### config.mk
export PLATFORM = sky130hd
export DESIGN_NAME = quadrature_step_counter_delta_report
export DESIGN_NICKNAME = d
export VERILOG_FILES = /design/src/design/qscdr_pkg.sv /design/src/design/quadrature_step_counter_delta_report.sv
export SDC_FILE = /design/constraint.sdc
export NUM_CORES = 1
export LEC_CHECK = 0
export BUFFER_PORTS_ARGS = -buffer_cell sky130_fd_sc_hd__buf_2
export CORE_ASPECT_RATIO = 1.75
export CORE_MARGIN = 4
export CORE_UTILIZATION = 35
export DETAILED_ROUTE_END_ITERATION = 10
export PLACE_DENSITY = 0.51
export SLEW_MARGIN = 40
export SYNTH_ARGS = -nofsm -noshare
export SYNTH_HDL_FRONTEND = slang
export SYNTH_SLANG_ARGS = --single-unit
### constraint.sdc
create_clock -name clk -period 4.25 [get_ports clk]
set_input_delay 0.2125 -clock clk [delete_from_list [all_inputs] [get_ports clk]]
set_output_delay 0.2125 -clock clk [all_outputs]
set_load 0.01 [all_outputs]
### src/design/qscdr_pkg.sv
// Package for the quadrature step counter with delta report.
// Holds command and phase codes and the fixed field widths.
// Depends on nothing.
package qscdr_pkg;

  localparam int unsigned POS_W    = 8;
  localparam int unsigned OFFSET_W = 9;

  typedef enum logic {
    CMD_PIN  = 1'b0,
    CMD_TICK = 1'b1
  } cmd_t;

  typedef logic [1:0] phase_t;

  localparam phase_t PHASE_00 = 2'd0;
  localparam phase_t PHASE_01 = 2'd1;
  localparam phase_t PHASE_10 = 2'd2;
  localparam phase_t PHASE_11 = 2'd3;

  localparam logic [POS_W-1:0] OFFSET_RESET = 8'd128;

endpackage

### src/design/quadrature_step_counter_delta_report.sv
// Top level of the quadrature step counter with delta report.
// Uses qscdr_pkg for codes and widths.
//
// Input channel (in_valid / in_stall): one transaction carries cmd, phase_a,
// phase_b, report_enable and sink_ready. cmd = pin sample updates the
// wrapping step position from the phase code; cmd = report tick compares the
// position with the last reported one and may emit one report.
// Output channel (out_valid / out_stall): step_delta, offset_delta (delta
// plus the offset register) and position.
// Configuration channel (cfg_valid / cfg_ready / cfg_data): writes
// delta_offset; always ready, write only while the block is idle.
// A taken tick sits in the input register; its report then loads the result
// register and appears on out_valid. Throughput: one transaction per cycle
// while out_stall does not hold a report, set by the combinational state
// update between the two registers.
// Stall: while out_stall holds a report, the input register waits, and
// in_stall rises once the input register is also occupied.
// Reset (rst, synchronous): position, phases and reported position clear,
// delta_offset returns to 128, both registers empty.
module quadrature_step_counter_delta_report
  import qscdr_pkg::*;
(
  input  logic                       clk,
  input  logic                       rst,
  input  logic                       in_valid,
  output logic                       in_stall,
  input  logic                       cmd,
  input  logic                       phase_a,
  input  logic                       phase_b,
  input  logic                       report_enable,
  input  logic                       sink_ready,
  output logic                       out_valid,
  input  logic                       out_stall,
  output logic signed [POS_W-1:0]    step_delta,
  output logic signed [OFFSET_W-1:0] offset_delta,
  output logic        [POS_W-1:0]    position,
  input  logic                       cfg_valid,
  output logic                       cfg_ready,
  input  logic        [POS_W-1:0]    cfg_data
);

  logic             s1_valid;
  cmd_t             s1_cmd;
  phase_t           s1_phases;
  logic             s1_enable;
  logic             s1_ready;

  logic [POS_W-1:0] delta_offset;
  logic [POS_W-1:0] step_position;
  logic [POS_W-1:0] step_position_next;
  phase_t           previous_phases;
  phase_t           previous_phases_next;
  logic [POS_W-1:0] reported_position;
  logic [POS_W-1:0] reported_position_next;

  logic             out_free;
  logic             advance;
  logic             emit;
  logic [POS_W-1:0] delta;
  logic [OFFSET_W-1:0] sum;

  assign cfg_ready = 1'b1;
  assign out_free  = !out_valid || !out_stall;
  assign advance   = s1_valid && out_free;
  assign in_stall  = s1_valid && !out_free;

  assign delta = step_position - reported_position;
  assign sum   = {delta[POS_W-1], delta} + {1'b0, delta_offset};

  always_comb begin
    step_position_next     = step_position;
    previous_phases_next   = previous_phases;
    reported_position_next = reported_position;
    emit                   = 1'b0;
    if (advance) begin
      unique case (s1_cmd)
        CMD_PIN: begin
          if (s1_phases == PHASE_10 && previous_phases == PHASE_01) begin
            step_position_next = step_position + 1'b1;
          end else if (s1_phases == PHASE_00 && previous_phases == PHASE_11) begin
            step_position_next = step_position - 1'b1;
          end
          previous_phases_next = s1_phases;
        end
        CMD_TICK: begin
          if (step_position != reported_position) begin
            if (!s1_enable) begin
              reported_position_next = step_position;
            end else if (s1_ready) begin
              emit                   = 1'b1;
              reported_position_next = step_position;
            end
          end
        end
        default: ;
      endcase
    end
  end

  always_ff @(posedge clk) begin
    if (rst) begin
      s1_valid <= 1'b0;
    end else if (!in_stall) begin
      s1_valid <= in_valid;
    end
  end

  always_ff @(posedge clk) begin
    if (in_valid && !in_stall) begin
      s1_cmd    <= cmd_t'(cmd);
      s1_phases <= {phase_b, phase_a};
      s1_enable <= report_enable;
      s1_ready  <= sink_ready;
    end
  end

  always_ff @(posedge clk) begin
    if (rst) begin
      delta_offset      <= OFFSET_RESET;
      step_position     <= '0;
      previous_phases   <= PHASE_00;
      reported_position <= '0;
    end else begin
      if (cfg_valid && cfg_ready) begin
        delta_offset <= cfg_data;
      end
      step_position     <= step_position_next;
      previous_phases   <= previous_phases_next;
      reported_position <= reported_position_next;
    end
  end

  always_ff @(posedge clk) begin
    if (rst) begin
      out_valid <= 1'b0;
    end else if (out_free) begin
      out_valid <= emit;
    end
  end

  always_ff @(posedge clk) begin
    if (out_free && emit) begin
      step_delta   <= delta;
      offset_delta <= sum;
      position     <= step_position;
    end
  end

endmodule

==> run summary, run 1 <==
- **worst slack at placement** 1.19 ns
- **share of synthesized area occupied by flip-flops and latches** 50.9%
- **signed area change from the synthesized netlist to the final layout** 21.3%
- **antenna viol nets, final** 0
- **area of the multi-input gates** 1340 sq um
- **placed inst area** 3190 sq um
- **total track usage** 13.2%
- **hold buffers post-CTS** 0
- **top flip-flop cell by instance count after synthesis** sky130_fd_sc_hd__edfxtp_1
- **Root Buffer Master** sky130_fd_sc_hd__clkbuf_16
- **number of instances in the synthesized netlist** 254
- **synthesized net count** 296
- **number of buffers between clock root and the deepest sink** 2
- **number of iterations in the first detailed-routing pass** 4
- **global placer's final weighted congestion** 0.787
- **drt via density** 5.02
- **Filler cells** 792
- **TritonCTS clock tree** built
- **via count** 2009
- **type of element launching the critical path** flip-flop
- **area of the die** 9770 sq um
- **Slowest cell on crit path** sky130_fd_sc_hd__dfxtp_1
- **critical path type** flip-flop to flip-flop
- **Post-Route Setup TNS** 0 ns
- **average footprint of a synthesized cell** 11.3 sq um
- **number of input and output port buffers inserted** 44
- **clock-pin transition on the worst setup and hold timing paths** 0.05 ns
- **Max IR drop VDD** 0.000248 V
- **Critical Path AT** 3.11 ns
- **footprint of the flip-flops and latches** 1460 sq um
- **final cycle utilization of the critical path** 71.7%
- **leakage power figure** 1.40 nW
- **Tightest Pin Transition** 0.647 ns
- **shortest period the worst path allows** 3.05 ns
- **number of ports placed on the die boundary** 46
- **yosys synthesis warning count** 0
- **number of post-CTS setup repair buffers** 0
- **number of DRC violations after detailed routing** 0
- **Slew Limit Headroom** 56.9%
- **internal power component** 1.06 mW
- **power share of the clock group** 51.4%
- **status** complete, no violations
- **Final HPWL DP** 4350 microns
- **clock latency on the worst-skew pair** 0.33 ns
- **Placed Instances** 383
- **TritonCTS buffer count** 9
- **total of endpoints with negative setup slack in the final report** 0
- **delay contributed by the slowest stage of the critical path** 0.45 ns
- **net switching power figure** 0.277 mW
- **sw frac** 20.7%
- **part of the total power dissipated in sequential elements** 44.9%
- **Final Net Count** 347
- **number of violations of the max-capacitance limit** 0
- **post-synth cell types** 42
- **endpoint class of the critical path** flip-flop
- **max-slew violation total from the final report** 0
- **critical path, cell by cell** inv_1 -> ha_1 -> fa_1 -> nor2b_1 -> o21ai_0 -> a21boi_0 -> or4b_1 -> nand3_1 -> ha_1 -> or3_1 -> o22ai_1 -> xnor2_1
- **CP max FO** 6
- **clock tree skew after final layout** 0.00484 ns
- **count of flip-flops with a built-in enable after synthesis** 30
- **power per standard cell area** 385 nW/um^2
- **Overflow after GRT** 0
- **final critical-path setup slack** 1.20 ns
- **number of flip-flops and latches in the synthesized netlist** 58
- **routed length per instance** 14.7 microns
- **fraction of registers with async set/reset** 0%
- **number of diodes added for antenna fixing** 0
- **Final Routed Wirelength** 5890 microns
- **initial cell density of the core** 36.1%
- **deepest level of the CTS H-tree** 3
- **initial antenna violation count** 0
- **die extent in x** 76.5 microns
- **area of all placed cells without fillers** 3480 sq um
- **share of power burned in combinational logic** 3.7%
- **vias in the first global route** 2126
- **most common cell after layout, fill and taps aside** sky130_fd_sc_hd__buf_2
- **fraction of layout cells with a size suffix above 1** 21.0%
- **number of standard-cell rows in the floorplan** 43
- **clock sinks** 58
- **netlist area before placement** 2870 sq um
- **endpoints failing hold** 0
- **area of the core** 7960 sq um
- **required time of the critical path** 4.31 ns
- **top achievable clock speed** 328 MHz
- **CP dominant cell by count** sky130_fd_sc_hd__ha_1
- **worst min-delay path class** input pin to flip-flop
- **pin count of the biggest net entering global routing** 33
- **most frequent cells in the layout** sky130_fd_sc_hd__buf_2 (44), sky130_fd_sc_hd__nor2_1 (34), sky130_fd_sc_hd__edfxtp_1 (30)
- **iteration-0 DRC count of the detailed router** 53
- **unrepaired setup endpoints after global routing** false
- **wire length of the first global-routing pass** 9860 microns
- **Die Y-Extent** 128 microns
- **PostCTS Resize Cnt** 0
- **Finished Layout Cells** 400
## cell families after synthesis
group	count (synthesis)	share of synthesized area (%)
fa+ha+maj	24	11.2
xor+xnor	18	5.49
other cells	1	0.131
mux	21	7.36
flops	58	50.9
compound gates	39	8.54
buf+inv	18	2.53
simple gates	75	13.8
## cells in the mapped netlist, types with 2 or more instances
cell type | count | area (sq um)
sky130_fd_sc_hd__mux2i_1 | 20 | 200
sky130_fd_sc_hd__ha_1 | 21 | 263
sky130_fd_sc_hd__a21o_1 | 5 | 37.5
sky130_fd_sc_hd__nand2_1 | 8 | 30.0
sky130_fd_sc_hd__nand3b_1 | 2 | 15.0
sky130_fd_sc_hd__edfxtp_1 | 30 | 901
sky130_fd_sc_hd__inv_1 | 12 | 45.0
sky130_fd_sc_hd__nand4_1 | 2 | 12.5
sky130_fd_sc_hd__nor2_1 | 34 | 128
sky130_fd_sc_hd__clkbuf_1 | 3 | 11.3
sky130_fd_sc_hd__fa_1 | 3 | 60.1
sky130_fd_sc_hd__xnor2_1 | 12 | 105
sky130_fd_sc_hd__o22ai_1 | 2 | 12.5
sky130_fd_sc_hd__a211oi_1 | 5 | 37.5
sky130_fd_sc_hd__xor2_1 | 6 | 52.6
sky130_fd_sc_hd__o21ai_0 | 7 | 35.0
sky130_fd_sc_hd__nor3_1 | 4 | 20.0
sky130_fd_sc_hd__dfxtp_1 | 28 | 561
sky130_fd_sc_hd__nand3_1 | 5 | 25.0
sky130_fd_sc_hd__nand2b_1 | 3 | 18.8
sky130_fd_sc_hd__a21oi_1 | 13 | 65.1
sky130_fd_sc_hd__or4b_1 | 2 | 20.0
sky130_fd_sc_hd__nor2b_1 | 8 | 50.1
## registers in the layout, indices dropped and copies added, names as in the netlist, 2 cells and up
signal             count
position               8
reported_position      8
step_position          8
delta_offset           8
step_delta             8
previous_phases        2
s1_phases              2
offset_delta           9
## routing by layer
metal	part of all wire [%]	track usage [%]
met5	0	0
met4	2.5	7.26
met2	57	25.1
met1	37	12.2
met3	3.6	4.08
## worst paths after layout
path / slack [ns] / cells past startpoint / from / to
min reg2reg: 0.48 / 2 / previous_phases[0] / previous_phases[0]
min: 0.06 / 1 / phase_b / s1_phases[1]
max: 1.20 / 12 / step_position[0] / offset_delta[8]
max reg2reg: 1.20 / 12 / step_position[0] / offset_delta[8]
## critical path, delay by kind of cell, from the launching register on
kind / cells / cell delay (ns)
buf+inv: 1 / 0.08
simple gates: 4 / 0.69
flops: 1 / 0.45
fa+ha+maj: 3 / 0.87
xor+xnor: 1 / 0.09
compound gates: 3 / 0.59
## power groups by stage
stage	Combinational, mW	Sequential, mW	Clock [mW]
floorplan	0.0347	0.612	0
global placement	0.0492	0.613	0
detailed placement	0.0505	0.613	0
CTS	0.0505	0.602	0.706
global route	0.0566	0.603	0.730
finish	0.0493	0.602	0.690
## cell type report
cell class                 instances  share of cell area (%)
sequential                        58                    42.0
multi-input combinational        178                    38.6
timing repair buffer              46                    6.76
clock buffer                       9                    6.47
tap                               90                    3.23
clock inverter                     7                    1.72
inverter                          12                    1.29
## per-stage QoR
stage | total power [mW] | util [%] | hold WS [ns]
2_1_floorplan | 0.646 | - | 0.311
3_3_place_gp | 0.662 | 40.1 | 0.388
3_5_place_dp | 0.664 | 40.1 | 0.391
4_1_cts | 1.36 | 43.6 | 0.0445
5_1_grt | 1.39 | 43.7 | 0.0459
6_report | 1.34 | 43.7 | 0.0559
Power figures use the tool's default switching activity.
==> inputs of run 2 (changes only) <==
Clock period 4.25 ns to 3.1 ns, I/O delays scaled along.
==> run 2 against run 1 <==
Effect of this change:
- critical path depth down 1
- register-to-register slack got worse by 0.90 ns
- utilization increased by 0.63 points
- via count up 1.5%
- maximum frequency is 9.0% higher
- clock-buffer cell count up 3
- largest power group unchanged
- highest routed layer unchanged
==> run summary, run 2 (synthesis results as in run 1) <==
- **iteration-0 DRC count of the detailed router** 77, +45%
- **Die Y-Extent** 128 microns, unchanged
- **total of endpoints with negative setup slack in the final report** 0, unchanged
- **Buffers & Inverters on Critical Path** 1, unchanged
- **Slew Limit Headroom** 59.0%, +2.2 points
- **number of post-CTS setup repair buffers** 0, unchanged
- **TritonCTS clock tree** built
- **number of DRC violations after detailed routing** 0, unchanged
- **Critical R2R Capture** offset_delta[8]
- **type of element launching the critical path** flip-flop
- **clock tree skew after final layout** 0.00434 ns, -0.000505 ns
- **routed length per instance** 14.4 microns, -2.1%
- **number of ports placed on the die boundary** 46, unchanged
- **endpoint class of the critical path** flip-flop
- **Critical Path AT** 2.86 ns, -0.25 ns
- **cell count of the worst reg-to-reg path** 11, -1
- **fraction of layout cells with a size suffix above 1** 20.5%, -0.46 points
- **deepest level of the CTS H-tree** 3, unchanged
- **number of input and output port buffers inserted** 44, unchanged
- **Largest Register** offset_delta
- **hold-critical path depth** 2, +1
- **post-layout power** 1.76 mW, +32%
- **number of iterations in the first detailed-routing pass** 4, unchanged
- **critical path, cell by cell** inv_1 -> fa_1 -> nor2b_1 -> o21ai_0 -> a21boi_1 -> or4b_1 -> nand3_1 -> ha_1 -> or3_1 -> o22ai_1 -> xnor2_1
- **cell family contributing the most delay on the critical path** adder cells
- **Slowest cell on crit path** sky130_fd_sc_hd__dfxtp_1
- **CP max FO** 7, +1
- **worst min-delay path class** input pin to flip-flop
- **launch point of the worst hold path** cfg_data[7]
- **area of the die** 9770 sq um, unchanged
- **source of the worst register-to-register timing path** step_position[1]
- **drt via density** 5.01, -0.25%
- **required time of the critical path** 3.16 ns, -1.15 ns
- **number of diodes added for antenna fixing** 0, unchanged
- **number of buffers between clock root and the deepest sink** 2, unchanged
- **initial cell density of the core** 36.1%, unchanged
- **critical path type** flip-flop to flip-flop
- **endpoints failing hold** 0, unchanged
- **number of violations of the max-capacitance limit** 0, unchanged
- **total track usage** 13.3%, +0.15 points
- **clock sinks** 58, unchanged
- **Final HPWL DP** 4430 microns, +1.8%
- **unrepaired setup endpoints after global routing** false
- **wire length of the first global-routing pass** 9910 microns, +0.49%
- **clock latency on the worst-skew pair** 0.32 ns, about the same
- **Post-Route Setup TNS** 0 ns, unchanged
- **via count** 2039, +1.5%
- **area of the core** 7960 sq um, unchanged
- **leakage power figure** 1.43 nW, +2.3%
- **Placed Instances** 386, +0.78%
- **signed area change from the synthesized netlist to the final layout** 23.0%
- **Max IR drop VDD** 0.000278 V, +12%
- **top achievable clock speed** 358 MHz, +9.0%
- **initial antenna violation count** 0, unchanged
- **TritonCTS buffer count** 9, unchanged
- **most frequent cells in the layout** sky130_fd_sc_hd__buf_2 (44), sky130_fd_sc_hd__nor2_1 (34), sky130_fd_sc_hd__edfxtp_1 (30)
- **Filler cells** 768, -3.0%
- **clock-pin transition on the worst setup and hold timing paths** 0.05 ns, about the same
- **Root Buffer Master** sky130_fd_sc_hd__clkbuf_16
- **antenna viol nets, final** 0, unchanged
- **global placer's final weighted congestion** 0.760, -3.4%
- **max FFs per register** 9, unchanged
- **vias in the first global route** 2102, -1.1%
- **max-slew violation total from the final report** 0, unchanged
- **worst setup slack for register-to-register paths** 0.31 ns, -0.90 ns
- **area of the multi-input gates** 1350 sq um, +0.47%
- **Final Net Count** 354, +2.0%
- **power per standard cell area** 500 nW/um^2, +30%
- **delay contributed by the slowest stage of the critical path** 0.46 ns, about the same
- **hold worst-path end** delta_offset[7]
- **shortest period the worst path allows** 2.79 ns, -0.251 ns
- **Overflow after GRT** 0, unchanged
- **die extent in x** 76.5 microns, unchanged
- **pin count of the biggest net entering global routing** 33, unchanged
- **Tightest Pin Transition** 0.614 ns, -0.0323 ns
- **Final Routed Wirelength** 5870 microns, -0.41%
- **footprint of the flip-flops and latches** 1460 sq um, unchanged
- **final cycle utilization of the critical path** 90.2%, +18 points
- **most common cell after layout, fill and taps aside** sky130_fd_sc_hd__buf_2
- **Finished Layout Cells** 407, +1.8%
- **status** complete, no violations
- **number of standard-cell rows in the floorplan** 43, unchanged
## run 2: cell types whose count changed in the layout (fill, tap and decap cells not counted)
cell,previous run,this run
sky130_fd_sc_hd__dlygate4sd3_1,0,5
sky130_fd_sc_hd__buf_4,2,4
sky130_fd_sc_hd__clkbuf_1,0,2
sky130_fd_sc_hd__a21boi_0,1,0
sky130_fd_sc_hd__a21boi_1,0,1
sky130_fd_sc_hd__bufinv_16,1,0
sky130_fd_sc_hd__clkbuf_8,0,1
sky130_fd_sc_hd__clkinv_2,3,2
sky130_fd_sc_hd__clkinvlp_4,1,0
sky130_fd_sc_hd__nor3_2,1,0
sky130_fd_sc_hd__nor3_4,1,2
## run 2: metrics by stage
stage	hold WS (ns)	instance area, sq um	util (%)	setup slack, ns
5_1_grt	0.0511	3530	44.4	0.0226
3_5_place_dp	0.333	3220	40.4	0.200
4_1_cts	0.0335	3530	44.4	0.192
2_1_floorplan	0.254	2880	-	0.363
6_report	0.0455	3530	44.4	0.305
3_3_place_gp	0.331	3220	40.4	0.242
## run 2: repair_timing
item                       CTS  global route
resized for setup            0             1
setup endpoints to repair    0             3
hold endpoints to repair     5             0
hold buffers                 5             0
## run 2: how the worst max path moves through the flow
stage | from | endpoint | slack [ns] | depth (start not counted)
3_3_place_gp | step_position[1] | offset_delta[8] | 0.24 | 11
4_1_cts | step_position[1] | offset_delta[8] | 0.19 | 11
2_1_floorplan | step_position[0] | offset_delta[8] | 0.36 | 12
3_5_place_dp | step_position[1] | offset_delta[8] | 0.20 | 11
6_report | step_position[1] | offset_delta[8] | 0.31 | 11
5_1_grt | step_position[1] | offset_delta[7] | 0.02 | 11
## run 2: report_power, final
part	switching [mW]	leakage, nW	internal (mW)
combinational	0.0374	0.823	0.0355
sequential	0.00816	0.479	0.818
clock	0.314	0.131	0.552
total	0.359	1.43	1.41
## run 2: worst register-to-register path, delay by kind of cell (launching register included)
family                     cells  cell delay, ns
and+or+nand+nor                4            0.67
buffers and inverters          1            0.10
xor gates and xnor gates       1            0.08
DFF                            1            0.46
adders and majority gates      2            0.69
AOI/OAI and AO/OA              3            0.53
## run 2: final cells by class
class | instances | area share (%)
clock buffer | 12 | 6.98
tap | 90 | 3.19
clock inverter | 4 | 0.496
timing repair buffer | 53 | 8.50
sequential | 58 | 41.4
multi-input combinational | 178 | 38.2
inverter | 12 | 1.28
## run 2: routing by layer
| layer | wire [microns] | global-route usage, % | vias to the layer above | share of wire (%) |
|---|---|---|---|---|
| met5 | 0 | 0 | - | 0 |
| met4 | 158 | 6.62 | 0 | 2.7 |
| met3 | 216 | 4.29 | 13 | 3.7 |
| met2 | 3370 | 25.9 | 34 | 57 |
| met1 | 2120 | 12.2 | 966 | 36 |
| li1 | - | - | 1026 | - |
